===== src/sv/tcag_pkg.sv =====
package tcag_pkg;

  // Configuration register indexes.
  typedef enum logic [2:0] {
    REG_LOW_RATE     = 3'd0,
    REG_CEIL_RATE    = 3'd1,
    REG_STRICTNESS   = 3'd2,
    REG_HOLD_SECONDS = 3'd3,
    REG_ALT_ACTIVITY = 3'd4
  } reg_idx_t;

  localparam int unsigned CFG_IDX_W  = 3;
  localparam int unsigned CFG_DATA_W = 32;

  // Register reset values.
  localparam logic [16:0] STRICT_RST = 17'd45875;
  localparam logic [15:0] HOLD_RST   = 16'd30;

  // Q1.16 constants of the grade.
  localparam logic [16:0] Q_ONE  = 17'h10000;
  localparam logic [16:0] Q_HALF = 17'h08000;

  // Milliseconds to seconds scale.
  localparam logic [9:0] RATE_SCALE = 10'd1000;

  // Serial divider geometry.
  localparam int unsigned DIV_NUM_W = 74;
  localparam int unsigned DIV_DEN_W = 48;
  localparam int unsigned DIV_CNT_W = 7;
  localparam logic [DIV_CNT_W-1:0] RATE_STEPS  = 7'd74;
  localparam logic [DIV_CNT_W-1:0] GRADE_STEPS = 7'd16;

  typedef enum logic [3:0] {
    ST_IDLE,
    ST_MUL_LO,
    ST_MUL_HI,
    ST_RATE_START,
    ST_RATE_DIV,
    ST_SPAN_MUL,
    ST_REST_MUL,
    ST_GRADE_SEL,
    ST_GRADE_DIV,
    ST_OUT
  } state_t;

  typedef struct packed {
    logic                 start;
    logic [DIV_CNT_W-1:0] steps;
    logic [DIV_DEN_W-1:0] rem_init;
    logic [DIV_NUM_W-1:0] num_init;
    logic [DIV_DEN_W-1:0] den;
  } div_ctl_t;

  typedef struct packed {
    logic        busy;
    logic        done;
    logic        ovf;
    logic [31:0] quo;
  } div_sts_t;

  typedef struct packed {
    logic [63:0] bits;
    logic        active;
  } trk_sts_t;

endpackage


===== src/sv/tcag_track.sv =====
module tcag_track
  import tcag_pkg::*;
(
  input  logic        clk,
  input  logic        rst_n,
  input  logic        accept,
  input  logic [63:0] byte_count,
  input  logic [39:0] now_seconds,
  input  logic        shaping_installed,
  input  logic [63:0] alt_byte_sum,
  input  logic [15:0] hold_seconds,
  input  logic        alt_activity,
  output trk_sts_t    sts
);

  logic [63:0] count_r, count_nxt;
  logic        active_r, active_nxt;
  logic [39:0] seen_r, seen_nxt;

  logic [63:0] diff;
  logic        moved;
  logic [39:0] idle;
  logic        expired;

  // Bits in the round are eight times the modular counter difference.
  assign diff    = byte_count - count_r;
  assign moved   = |diff[60:0];
  assign idle    = now_seconds - seen_r;
  assign expired = active_r && (hold_seconds != '0) && (idle >= {24'b0, hold_seconds});

  always_comb begin
    count_nxt  = count_r;
    active_nxt = active_r;
    seen_nxt   = seen_r;
    if (accept) begin
      count_nxt = byte_count;
      priority if (moved) begin
        active_nxt = 1'b1;
        seen_nxt   = now_seconds;
        if (!shaping_installed) begin
          count_nxt = '0;
        end
      end else if (expired) begin
        active_nxt = 1'b0;
        count_nxt  = alt_activity ? alt_byte_sum : '0;
      end else begin
        count_nxt = byte_count;
      end
    end
  end

  always_ff @(posedge clk) begin
    if (!rst_n) begin
      count_r  <= '0;
      active_r <= 1'b0;
      seen_r   <= '0;
    end else begin
      count_r  <= count_nxt;
      active_r <= active_nxt;
      seen_r   <= seen_nxt;
    end
  end

  assign sts.bits   = {diff[60:0], 3'b000};
  assign sts.active = active_nxt;

endmodule

===== config.mk =====
export PLATFORM = sky130hd
export DESIGN_NAME = tcag_track
export DESIGN_NICKNAME = d
export VERILOG_FILES = /design/src/sv/tcag_pkg.sv /design/src/sv/tcag_track.sv
export SDC_FILE = /design/constraint.sdc
export NUM_CORES = 1
export LEC_CHECK = 0
export BUFFER_PORTS_ARGS = -buffer_cell sky130_fd_sc_hd__buf_2
export CAP_MARGIN = 20
export CELL_PAD_IN_SITES_DETAIL_PLACEMENT = 2
export CELL_PAD_IN_SITES_GLOBAL_PLACEMENT = 2
export CORE_MARGIN = 5
export CORE_UTILIZATION = 35
export CTS_BUF_LIST = sky130_fd_sc_hd__clkbuf_8
export CTS_CLUSTER_DIAMETER = 50
export DETAILED_ROUTE_END_ITERATION = 10
export GPL_ROUTABILITY_DRIVEN = 0
export GPL_TIMING_DRIVEN = 0
export PLACE_DENSITY = 0.94
export SYNTH_ARGS = -nofsm -noshare
export SYNTH_HDL_FRONTEND = slang
export SYNTH_SLANG_ARGS = --single-unit

===== constraint.sdc =====
create_clock -name clk -period 12.8 [get_ports clk]
set_input_delay 1.28 -clock clk [delete_from_list [all_inputs] [get_ports clk]]
set_output_delay 1.28 -clock clk [all_outputs]
set_load 0.02 [all_outputs]

==> results.tsv <==
stage	metric	value	unit
synthesis	Synth Area in Simple Gates	28.5	%
hold_path	Worst Hold Class	register to register	
clock_tree	CTS tree	yes	
setup_path	CP required	11520	ps
synthesis	Post-synth ARST share	0	%
clock_tree	H-tree levels	3	
synthesis	Adder-Cell Fraction of Synth Area	12.0	%
pwr	Pwr Density	89.2	mW/mm2
floorplanning	Initial Utilization	35.5	%
sta	hold_ws	476	ps
synthesis	synthesized netlist cell count	1721	
synthesis	Yosys cell types	95	
global_routing	first-pass GRT wire length	96400	um
clock_tree	total CTS buffers	9	
global_routing	largest net degree at the start of global routing	21	
floorplanning	die area	0.0389	mm2
detailed_routing	residual DRC count	0	
clock_tree	Clk Latency, worst-skew pair	470	ps
sta	PnR worst setup slack	4930	ps
cells_and_area	Post-layout nets	2285	
detailed_routing	Antenna Nets Post-Route	0	
setup_path	Crit Path Category	primary input to output pin	
hold_path	Min-Delay Path Depth	2	
sta	final hold violation count	0	
detailed_routing	final wirelength	63500	um
clock_tree	clock sinks	102	
global_routing	remaining global-route overflow	0	
sta	Worst slew margin	22.7	%
sta	Slew Viols, Final	0	
run_status	outcome	finished clean	
synthesis	largest family of logic cells by synthesized area	compound AO/OA/AOI/OAI gates	
detailed_routing	DR vias/cell	6.27	
detailed_routing	first drt pass iteration count	7	
sta	RSZ-0062 raised after global routing	false	
synthesis	predominant post-synthesis flop cell	dfxtp_1	
floorplanning	total core area	0.0346	mm2
synthesis	post-synthesis compound-gate area fraction	29.6	%
floorplanning	row count	68	
floorplanning	io pins	254	
sta	setup violators final	0	
synthesis	Seq/Total Area, Yosys	16.6	%
cells_and_area	fin util	41.3	%
detailed_routing	DR WL/cell	26.0	um
detailed_routing	initial drt markers	1022	
synthesis	post-synthesis xor/xnor area fraction	4.92	%
clock_tree	CTS clk-pin slew, worst paths	130	ps
clock_tree	CTS root buffer	clkbuf_8	
cells_and_area	Synth-to-Final Area Change	16.5	%
synthesis	Netlist Area Pre-Place	0.0123	mm2
sta	clock period minus worst slack	7870	ps
synthesis	Post-synth EDFFs	0	
clock_tree	# hold bufs at CTS	0	
setup_path	Crit. End Element	output pin	
synthesis	Synth Register Bits	102	
global_routing	vias in the first global route	17300	
clock_tree	CTS Buffer Depth	2	
setup_path	FF-to-FF path depth	24	
sta	Final Cycle Share	61.5	%
pwr	VDD IR max	0.0000532	V
setup_path	Worst EP arrival	6590	ps
placed_design	port bufs	243	
cells_and_area	layout cells sized above 1	16.0	%
hold_path	hold_sp	seen_r[20]	
job	MaxCap Viol Count	0	
sta	Slew @ Worst Pin	1160	ps
sta	Sum Neg Setup Slack	0	ps
setup_path	RR Endpoint	count_r[17]	
placed_design	Detailed Place HPWL	52000	um
hold_path	hold endpoint	seen_r[20]	
global_routing	GR Util All Layers	31.1	%
floorplanning	Die X	197	um
setup_path	crit path launch type	primary input	
detailed_routing	vias	15300	
floorplanning	Die H	197	um
setup_path	Max FO, Critical Path	4	
setup_path	Reg-to-Reg Start	seen_r[3]	
placed_design	pre-CTS WS	5120	ps
setup_path	reg2reg setup slack	5790	ps
synthesis	Syn Area/Cell	7.14	um2
global_routing	initial antenna violation count	9	
sta	fmax	127	MHz
clock_tree	number of setup buffers added after CTS	0	
synthesis	post-synthesis mux area share	0.855	%
sta	final clock skew	26.5	ps
synthesis	Synth Warn #	0	
clock_tree	Post-CTS Resized	0	
pwr	Static Leak	5.98	nW
## power breakdown
group / total, mW / internal [mW] / leakage [nW] / switching [mW]
clock: 0.237 / 0.0770 / 0.101 / 0.160
sequential: 0.342 / 0.333 / 0.836 / 0.00900
combinational: 0.698 / 0.229 / 5.04 / 0.469
## cell type report
type	instances	area, um2
plain buffers	88	414
diodes	6	15.0
repair buffers	245	1240
clock inverters	7	73.8
flip-flops and latches	102	2040
well taps	455	569
clock buffers	9	124
fillers	4156	20300
inverters	135	507
multi-input cells	1398	9330
## synth_stat cells (61+ instances only)
| cell | number | area, um2 |
|---|---|---|
| a21oi_1 | 137 | 686 |
| clkbuf_1 | 65 | 244 |
| o21ai_0 | 121 | 606 |
| inv_1 | 135 | 507 |
| nand2_1 | 179 | 672 |
| a221o_1 | 61 | 611 |
| nor2_1 | 105 | 394 |
| dfxtp_1 | 102 | 2040 |
| and2_1 | 75 | 469 |
| and3_1 | 63 | 394 |
| ha_1 | 115 | 1440 |
| nand3_1 | 73 | 365 |
## cell usage in the layout, fill, tap and decap left out, drive strengths merged, types with 10 or more instances in the layout
master and instances:
clkbuf 75, nand2 179, a31oi 11, and2 76, o21ai 130, xor2 29
o21bai 10, inv 138, buf 267, or4 11, xnor2 40, dfxtp 102
nand3 73, nor3 31, o211ai 19, o21a 25, a211oi 13, a221o 62
nor4 25, a21oi 141, or3 15, nor2 106, and3 63, a21o 29
nand4 36, nand2b 15, ha 115
## logic make-up (layout without fill, tap and decap cells)
logic type | Yosys count | in the layout
buffers and inverters | 223 | 484
multiplexers | 10 | 10
AO/OA/AOI/OAI | 526 | 526
XOR/XNOR | 69 | 69
flip-flops | 102 | 102
other | 1 | 9
AND/OR/NAND/NOR | 673 | 673
adder cells (fa/ha/maj) | 117 | 117
## state kept, by name, summed over array words and instances (netlist names)
register / cells
count_r: 61
seen_r: 40
active_r: 1
## metal layers
| metal | vias to the layer above | GRT usage [%] | wire length [um] |
|---|---|---|---|
| met5 | - | 0 | 53 |
| met4 | 10 | 16.4 | 3310 |
| li1 | 6840 | - | - |
| met1 | 7638 | 34.6 | 24800 |
| met3 | 216 | 5.30 | 3300 |
| met2 | 627 | 56.6 | 32000 |
## stage by stage
stage | power (mW) | instance area, um2 | cells
after CTS | 1.26 | 14300 | 2437
after floorplan | 0.765 | 12300 | 1723
after global routing | 1.33 | 14300 | 2441
after detailed placement | 1.02 | 14100 | 2421
after global placement | 0.971 | 14100 | 2421
final | 1.28 | 14300 | 2445
## critical path: stages
cell	delay, ps
buf_2	120
ha_1	360
and2_1	210
a221oi_1	660
a21o_1	280
a21oi_1	150
nor2_1	240
o21bai_1	120
xor2_1	230
ha_1	310
nand2_1	130
o21ai_0	110
nor4_1	410
o2111a_1	270
o2111ai_1	130
nor4b_1	370
nand4_1	130
nor4_1	280
nand4_1	210
nand3_1	140
a21o_1	160
buf_4	130
buf_2	160
## how the worst max path moves through the flow
stage | start | to | slack, ps | depth (start not counted)
after global routing | now_seconds[3] | sts[0] | 4700 | 23
final | now_seconds[3] | sts[0] | 4930 | 23
after global placement | now_seconds[6] | sts[0] | 5500 | 23
after CTS | now_seconds[3] | sts[0] | 5140 | 23
after detailed placement | now_seconds[6] | count_r[47] | 5120 | 23
after floorplan | byte_count[0] | sts[0] | 6460 | 15
No activity file was read; power rests on OpenSTA's default activity.
