<file path="src/sv/tcag_pkg.sv">
package tcag_pkg;

  // Configuration register indexes.
  typedef enum logic [2:0] {
    REG_LOW_RATE     = 3'd0,
    REG_CEIL_RATE    = 3'd1,
    REG_STRICTNESS   = 3'd2,
    REG_HOLD_SECONDS = 3'd3,
    REG_ALT_ACTIVITY = 3'd4
  } reg_idx_t;

  localparam int unsigned CFG_IDX_W  = 3;
  localparam int unsigned CFG_DATA_W = 32;

  // Register reset values.
  localparam logic [16:0] STRICT_RST = 17'd45875;
  localparam logic [15:0] HOLD_RST   = 16'd30;

  // Q1.16 constants of the grade.
  localparam logic [16:0] Q_ONE  = 17'h10000;
  localparam logic [16:0] Q_HALF = 17'h08000;

  // Milliseconds to seconds scale.
  localparam logic [9:0] RATE_SCALE = 10'd1000;

  // Serial divider geometry.
  localparam int unsigned DIV_NUM_W = 74;
  localparam int unsigned DIV_DEN_W = 48;
  localparam int unsigned DIV_CNT_W = 7;
  localparam logic [DIV_CNT_W-1:0] RATE_STEPS  = 7'd74;
  localparam logic [DIV_CNT_W-1:0] GRADE_STEPS = 7'd16;

  typedef enum logic [3:0] {
    ST_IDLE,
    ST_MUL_LO,
    ST_MUL_HI,
    ST_RATE_START,
    ST_RATE_DIV,
    ST_SPAN_MUL,
    ST_REST_MUL,
    ST_GRADE_SEL,
    ST_GRADE_DIV,
    ST_OUT
  } state_t;

  typedef struct packed {
    logic                 start;
    logic [DIV_CNT_W-1:0] steps;
    logic [DIV_DEN_W-1:0] rem_init;
    logic [DIV_NUM_W-1:0] num_init;
    logic [DIV_DEN_W-1:0] den;
  } div_ctl_t;

  typedef struct packed {
    logic        busy;
    logic        done;
    logic        ovf;
    logic [31:0] quo;
  } div_sts_t;

  typedef struct packed {
    logic [63:0] bits;
    logic        active;
  } trk_sts_t;

endpackage

</file>
<file path="src/sv/tcag_div.sv">
module tcag_div
  import tcag_pkg::*;
(
  input  logic     clk,
  input  logic     rst_n,
  input  div_ctl_t ctl,
  output div_sts_t sts
);

  logic [DIV_NUM_W-1:0] num_r, num_nxt;
  logic [DIV_DEN_W-1:0] den_r, den_nxt;
  logic [DIV_DEN_W-1:0] rem_r, rem_nxt;
  logic [31:0]          quo_r, quo_nxt;
  logic                 ovf_r, ovf_nxt;
  logic [DIV_CNT_W-1:0] cnt_r, cnt_nxt;
  logic                 done_r, done_nxt;

  logic [DIV_DEN_W:0]   shifted;
  logic                 ge;

  // One quotient bit per cycle: shift the next dividend bit into the remainder.
  assign shifted = {rem_r, num_r[DIV_NUM_W-1]};
  assign ge      = shifted >= {1'b0, den_r};

  always_comb begin
    num_nxt  = num_r;
    den_nxt  = den_r;
    rem_nxt  = rem_r;
    quo_nxt  = quo_r;
    ovf_nxt  = ovf_r;
    cnt_nxt  = cnt_r;
    done_nxt = 1'b0;
    if (ctl.start) begin
      num_nxt = ctl.num_init;
      den_nxt = ctl.den;
      rem_nxt = ctl.rem_init;
      quo_nxt = '0;
      ovf_nxt = 1'b0;
      cnt_nxt = ctl.steps;
    end else if (cnt_r != '0) begin
      num_nxt = {num_r[DIV_NUM_W-2:0], 1'b0};
      rem_nxt = ge ? DIV_DEN_W'(shifted - {1'b0, den_r}) : shifted[DIV_DEN_W-1:0];
      // Quotient bits beyond 32 only mark overflow.
      quo_nxt  = {quo_r[30:0], ge};
      ovf_nxt  = ovf_r | quo_r[31];
      cnt_nxt  = cnt_r - 1'b1;
      done_nxt = (cnt_r == DIV_CNT_W'(1));
    end
  end

  always_ff @(posedge clk) begin
    if (!rst_n) begin
      cnt_r  <= '0;
      done_r <= 1'b0;
    end else begin
      cnt_r  <= cnt_nxt;
      done_r <= done_nxt;
    end
  end

  always_ff @(posedge clk) begin
    num_r <= num_nxt;
    den_r <= den_nxt;
    rem_r <= rem_nxt;
    quo_r <= quo_nxt;
    ovf_r <= ovf_nxt;
  end

  assign sts.busy = (cnt_r != '0);
  assign sts.done = done_r;
  assign sts.ovf  = ovf_r;
  assign sts.quo  = quo_r;

  // A new division starts only when the previous one has finished.
  a_start_idle: assert property (@(posedge clk) disable iff (!rst_n)
    ctl.start |-> !sts.busy)
    else $error("divider started while busy");

  // The last step raises done in the next cycle.
  a_done_after_last: assert property (@(posedge clk) disable iff (!rst_n)
    (cnt_r == DIV_CNT_W'(1) && !ctl.start) |=> done_r)
    else $error("divider missed done");

  // Done follows only a running division.
  a_done_from_busy: assert property (@(posedge clk) disable iff (!rst_n)
    done_r |-> $past(cnt_r == DIV_CNT_W'(1)))
    else $error("spurious divider done");

endmodule

</file>
<file path="config.mk">
export PLATFORM = sky130hd
export DESIGN_NAME = tcag_div
export DESIGN_NICKNAME = d
export VERILOG_FILES = /design/src/sv/tcag_pkg.sv /design/src/sv/tcag_div.sv
export SDC_FILE = /design/constraint.sdc
export NUM_CORES = 1
export LEC_CHECK = 0
export BUFFER_PORTS_ARGS = -buffer_cell sky130_fd_sc_hd__buf_2
export CORE_ASPECT_RATIO = 1.25
export CORE_UTILIZATION = 32
export CTS_CLUSTER_DIAMETER = 150
export DETAILED_ROUTE_END_ITERATION = 8
export PLACE_DENSITY_LB_ADDON = 0.15
export SYNTH_ARGS = -nofsm -noshare
export SYNTH_HDL_FRONTEND = slang
export SYNTH_SLANG_ARGS = --single-unit
</file>
<file path="constraint.sdc">
create_clock -name clk -period 5 [get_ports clk]
set_input_delay 0.5 -clock clk [delete_from_list [all_inputs] [get_ports clk]]
set_output_delay 0.5 -clock clk [all_outputs]
set_load 0.005 [all_outputs]
</file>
==> metrics, run 1 <==
most frequent cells in the layout buf_2 (213), edfxtp_1 (170), nand2_1 (167); GRT overflow 0; post-DP HPWL 22600 µm; Worst path max stage delay 540 ps; Worst setup EP type flip-flop; GRT Util Overall 0.172; commonest non-fill, non-tap cell in the layout buf_2; initial antenna violation count 7; Max H-tree Level 1; post-synthesis cell count 1124; share of the yosys chip area belonging to registers 0.504; Place WS 1550 ps; first-pass GRT wire length 51300 µm; M2 GR Usage 0.306; Final Hold Vio Count 0; clock buffer depth 3; RSZ-0062 raised after global routing no; Syn Area/Cell 10.5 µm²; final setup fails 0; Row Count 78; CP Max Fanout 8; maxcap violations 0; CP max stage cell a41oi_1; Final Slew Violations 0; Setup WS post-layout 1550 ps; fmax 290 MHz; setup repair bufs after CTS 0; post-route cell area 14000 µm²; placed cell areas 13200 µm²; DRC 0; Post-Synthesis Cell Area 11800 µm²; total CTS buffers 25; critical path cell sequence ha_1, a21oi_1, o211ai_1, a41oi_1, a211oi_1, o41ai_2, a21oi_1, xnor2_1, a22oi_1; worst clock skew 15.1 ps; core area 36200 µm²; largest net degree at the start of global routing 134; Critical Path RT 5250 ps; Starting DRT DRC Count 472; post-synth top area share 0.434; filler cell count 3683; Critical Path AT 3700 ps; GRT Max-Usage Layer met2; share of cells above drive strength 1 0.274; Synth Register Bits 211; Resized Gates After CTS 0; top_reg_cell synth edfxtp_1; drt pass-1 iters 5; hold_buf cts 0; # IOs 215; Die W 173 µm; dominant cells by area after synthesis edfxtp_1 (43%), mux2_2 (7.2%), dfxtp_1 (7.0%); peak supply drop 0.220 mV; Final nets 1542; fin crit period 3450 ps; status complete, no violations; setup TNS 0 ps; Initial Util 0.325; ys async rst share 0; Rel. slew slack 0.410; Post-synth EDFFs 170; final WL 32000 µm; GR Layer Usage met1 0.199; Ys Warns 0; vias per cell 5.01; Setup crit start kind flip-flop; vias in the first global route 9515; Area Growth Syn to Fin 19.4%; RePlAce Congestion 0.896; met3 usage 0.0407; clk_lat worst skew 540 ps; Die Footprint 37500 µm²; Netlist cell types 82; CTS root buffer clkbuf_16; CTS tree yes; clk slew on worst S/H paths 60 ps; critical path class flip-flop to flip-flop; DRT antenna net count 0; post-synth top area cell edfxtp_1; Worst-Margin Slew 879 ps; CP dominant cell by count a21oi_1; pwr/cell area 549 nW/µm²; crit share post-route 0.690; Net Count, Synth 1355; WL/cell 17.7 µm; # port buffers 214; die height 216 µm; CTS sink count 211; via count 9061; worst hold path type primary input to flip-flop; leakage 5.77 nW
[metal layers]
layer  vias to the layer above  part of all wire
met3                        64             0.057
met5                         -            0.0019
met1                      4275              0.41
li1                       4494                 -
met4                        10             0.030
met2                       218              0.50
[cell families after synthesis]
kind of cell               Yosys count  synth area share
DFF                                211             0.504
muxes                               82            0.0778
buffers and inverters              126            0.0478
AOI/OAI and AO/OA                  280             0.159
adders and majority gates           51            0.0549
and+or+nand+nor                    337             0.129
xor gates and xnor gates            37            0.0276
[synth_stat cells, drive strengths merged (9+ instances only)]
cell / number
edfxtp: 170
nand2: 168
a21oi: 97
mux2: 75
nor2: 72
inv: 63
ha: 50
o21ai: 42
dfxtp: 41
a31oi: 36
clkbuf: 36
buf: 27
a21o: 21
xnor2: 20
nand3: 18
nand4: 17
xor2: 17
nor3: 15
a211oi: 11
and3: 9
or3: 9
[layout make-up]
type / instances / area, µm² / share of cell area
tap: 480 / 601 / 0.0428
antenna: 1 / 2.50 / 0.000178
clock inverter: 11 / 76.3 / 0.00544
sequential: 211 / 5930 / 0.422
clock buffer: 32 / 733 / 0.0522
timing repair buffer: 223 / 1170 / 0.0834
inverter: 63 / 236 / 0.0168
multi-input combinational: 787 / 5290 / 0.377
[worst paths after layout]
path / from / to / slack (ps) / cells after the start
max: rem_r[14] / rem_r[44] / 1550 / 9
min: ctl[45] / den_r[45] / 130 / 1
max reg2reg: rem_r[14] / rem_r[44] / 1550 / 9
min reg2reg: quo_r[21] / quo_r[21] / 460 / 2
[where the power goes]
group | leakage (nW) | switching (W) | internal [W]
clock | 0.403 | 0.000729 | 0.00107
combinational | 3.29 | 0.00207 | 0.00132
sequential | 2.07 | 0.000156 | 0.00235
total | 5.77 | 0.00296 | 0.00474
[through the flow]
stage | utilization | cells | hold slack [ps] | total power [W]
3_5_place_dp | 0.365 | 1764 | 458 | 0.00592
5_1_grt | 0.388 | 1807 | 100 | 0.00827
4_1_cts | 0.388 | 1807 | 89.9 | 0.00780
3_3_place_gp | 0.365 | 1764 | 445 | 0.00593
6_report | 0.388 | 1808 | 130 | 0.00770
2_1_floorplan | - | 1124 | 438 | 0.00510
[registers in the layout (all words and copies together), names as in the netlist]
name / cells
cnt_r: 7
den_r: 48
done_r: 1
num_r: 74
ovf_r: 1
quo_r: 32
rem_r: 48
[worst max-delay path, delay by kind of cell (launching register included)]
| family | cells | cell delay (ps) |
|---|---|---|
| adder cells (fa/ha/maj) | 1 | 410 |
| flip-flops | 1 | 390 |
| AO/OA/AOI/OAI | 7 | 2170 |
| XOR/XNOR | 1 | 190 |
No activity file was read; power rests on OpenSTA's default activity.
==> inputs of run 2 (changes only) <==
--- a/config.mk
+++ b/config.mk
@@ -5,6 +5,7 @@
 export SDC_FILE = /design/constraint.sdc
 export NUM_CORES = 1
 export LEC_CHECK = 0
+export ABC_AREA = 1
 export BUFFER_PORTS_ARGS = -buffer_cell sky130_fd_sc_hd__buf_2
 export CORE_ASPECT_RATIO = 1.25
 export CORE_UTILIZATION = 32
==> constraint.sdc (replaced) <==
create_clock -name clk -period 2.83 [get_ports clk]
set_input_delay 0.283 -clock clk [delete_from_list [all_inputs] [get_ports clk]]
set_output_delay 0.283 -clock clk [all_outputs]
set_load 0.005 [all_outputs]
==> run 2 against run 1 <==
Clock skew is 2.9 ps lower. Largest cell class unchanged. Final cell count up 49%. Register-to-register slack got worse by 1400 ps.
==> metrics, run 2 <==
WL/cell 15.0 µm (-15%); Worst-Margin Slew 616 ps (-263 ps); clk slew on worst S/H paths 60 ps (about the same); initial antenna violation count 2 (-5); hold_ws 26.7 ps (-104 ps); Critical Path AT 2940 ps (-760 ps); post-route cell area 16900 µm² (+20%); CP startpoint rem_r[31]; Worst R2R Path Depth 14 (+5); GRT Util Overall 0.195 (+0.0238); Rel. slew slack 0.589 (+0.180); clk_lat worst skew 540 ps (about the same); Final Util 0.418 (+0.0302); Starting DRT DRC Count 578 (+22%); # IOs 215 (unchanged); Worst setup EP type flip-flop; Final Hold Vio Count 0 (unchanged); dominant cells by area after synthesis edfxtp_1 (39%), nand2_1 (22%), inv_1 (8.4%); status complete, no violations; CTS tree yes; clock share of power 0.207 (-0.027); total CTS buffers 24 (-4.0%); Final nets 2364 (+53%); Critical Path RT 3090 ps (-2160 ps); core area 40400 µm² (+12%); final WL 40400 µm (+26%); Die W 184 µm (+6.0%); post-DP HPWL 31000 µm (+37%); # port buffers 214 (unchanged); commonest non-fill, non-tap cell in the layout nand2_1; Initial Util 0.327 (+0.00226); ys async rst share 0 (unchanged); kind of cell adding the most delay to the critical path simple AND/OR/NAND/NOR gates; largest registers num_r: 74 flops, den_r: 48 flops, rem_r: 48 flops; Setup crit start kind flip-flop; Ys Warns 0 (unchanged); most frequent cells in the layout nand2_1 (778), inv_1 (295), buf_2 (213); RR Endpoint rem_r[33]; GRT overflow 0 (unchanged); CP dominant cell by count nand2_1; worst path buffer plus inverter count 4 (+4); fin crit period 2680 ps (-772 ps); fmax 373 MHz (+29%); CP max stage cell edfxtp_1; M1 WL 17400 µm (+31%); DRT antenna net count 0 (unchanged); maxcap violations 0 (unchanged); RePlAce Congestion 0.946 (+5.5%); peak supply drop 0.411 mV (+87%); Max H-tree Level 1 (unchanged); Largest register FFs 74 (unchanged); Comb pwr share 0.495 (+0.055); largest net degree at the start of global routing 111 (-17%); Final Slew Violations 0 (unchanged); die height 229 µm (+6.0%); top_reg_cell synth edfxtp_1; R2R Path Start rem_r[31]; CTS root buffer clkbuf_16; placed cell areas 15000 µm² (+14%); setup TNS 0 ps (unchanged); metal3 WL 1890 µm (+3.3%); Critical Path Sink rem_r[33]; pwr/cell area 874 nW/µm² (+59%); drt pass-1 iters 5 (unchanged); critical path cell sequence ha_1, nand2_1, inv_1, a21oi_1, nand2_1, inv_1, a21oi_2, nor2_4, buf_12, nand3_1, nand2_1, inv_1, nand2_1, nand2_1; final setup fails 0 (unchanged); critical path class flip-flop to flip-flop; post-synth top area share 0.386 (-0.0480); worst hold path type primary input to flip-flop; top cells by count, synth nand2_1 (778), inv_1 (296), edfxtp_1 (170); crit share post-route 0.947 (+0.256); worst clock skew 12.2 ps (-2.91 ps); DRC 0 (unchanged); P_int 0.00858 W (+81%); post-synth top area cell edfxtp_1; Reg2Reg Setup Slack 150 ps (-1400 ps); clock buffer depth 3 (unchanged); leakage 8.62 nW (+49%); Synth Register Bits 211 (unchanged); Syn Area/Cell 7.31 µm² (-30%); vias in the first global route 12500 (+32%); Post-synth EDFFs 170 (unchanged); Area Growth Syn to Fin 27.8%; share of cells above drive strength 1 0.153 (-0.121); Net Count, Synth 2038 (+50%); Netlist cell types 40 (-51%); via count 12000 (+33%); Die Footprint 42100 µm² (+12%); WP depth 14 (+5); first-pass GRT wire length 64600 µm (+26%); Place WS 69.4 ps (-1480 ps); Setup WS post-layout 151 ps (-1400 ps); Post-Synthesis Cell Area 13200 µm² (+12%); vias per cell 4.47 (-11%); RSZ-0062 raised after global routing no; cell with the most instances after synthesis nand2_1; share of the yosys chip area belonging to registers 0.448 (-0.0557); sw power 0.00618 W (+110%); Worst path max stage delay 410 ps (-130 ps); DR top layer met5; Switching Share 0.419 (+0.0350); Reg power frac 0.298 (-0.028); post-synthesis cell count 1807 (+61%); CP Max Fanout 29 (+21); Row Count 82 (+5.1%); CTS sink count 211 (unchanged); Largest Register num_r; wire length on met2 20100 µm (+26%)
-- run 2: routing by layer --
metal | GRT usage | vias up
met1 | 0.236 | 5462
met4 | 0.0583 | 4
li1 | - | 6286
met2 | 0.353 | 239
met3 | 0.0299 | 53
met5 | 0 | -
-- run 2: area by class of cell --
| cell class | instances | area, µm² |
|---|---|---|
| diodes | 1 | 2.50 |
| inverters | 315 | 1190 |
| repair buffers | 351 | 2470 |
| clock inverters | 8 | 38.8 |
| clock buffers | 34 | 726 |
| fillers | 4318 | 23500 |
| well taps | 546 | 683 |
| flip-flops and latches | 211 | 5930 |
| multi-input cells | 1230 | 5850 |
-- run 2: per-stage QoR --
step                total power [W]  instances
floorplan                   0.00949       1807
global placement             0.0117       2544
detailed placement           0.0117       2544
CTS                          0.0149       2695
global route                 0.0161       2695
finish                       0.0148       2696
-- run 2: kinds of logic after synthesis --
| kind of cell | after synthesis | share of synthesized area |
|---|---|---|
| compound gates | 90 | 0.0397 |
| flops | 211 | 0.448 |
| xor+xnor | 24 | 0.0159 |
| simple gates | 1065 | 0.337 |
| fa+ha+maj | 51 | 0.0489 |
| buf+inv | 366 | 0.110 |
-- run 2: worst register-to-register path, cell delays in order, from the launching register on --
cell and delay, ps:
edfxtp_1 410, ha_1 380, nand2_1 200, inv_1 60
a21oi_1 260, nand2_1 170, inv_1 100, a21oi_2 70
nor2_4 160, buf_12 210, nand3_1 90, nand2_1 60
inv_1 50, nand2_1 80, nand2_1 110
-- run 2: power by group through the flow --
stage	Clock [W]	Sequential (W)	Combinational, W
6_report	0.00306	0.00440	0.00731
5_1_grt	0.00327	0.00447	0.00831
4_1_cts	0.00318	0.00440	0.00737
3_5_place_dp	0	0.00446	0.00721
3_3_place_gp	0	0.00445	0.00723
2_1_floorplan	0	0.00435	0.00513
-- run 2: worst min path at each step --
stage,startpoint,endpoint,slack (ps),cells after the start
CTS,ctl[146],rem_r[24],0.1,3
floorplan,ctl[0],den_r[0],380,0
global placement,ovf_r,ovf_r,450,2
detailed placement,ovf_r,ovf_r,450,2
finish,ctl[62],num_r[14],30,3
global route,ctl[51],num_r[3],20,3
-- run 2: what timing repair did --
| action | 4_1_cts | 5_1_grt |
|---|---|---|
| hold endpoints to repair | 109 | 0 |
| endpoints found under the setup margin | 0 | 21 |
| setup buffers | 0 | 0 |
| hold buffers | 109 | 0 |
| gates resized for setup | 0 | 5 |
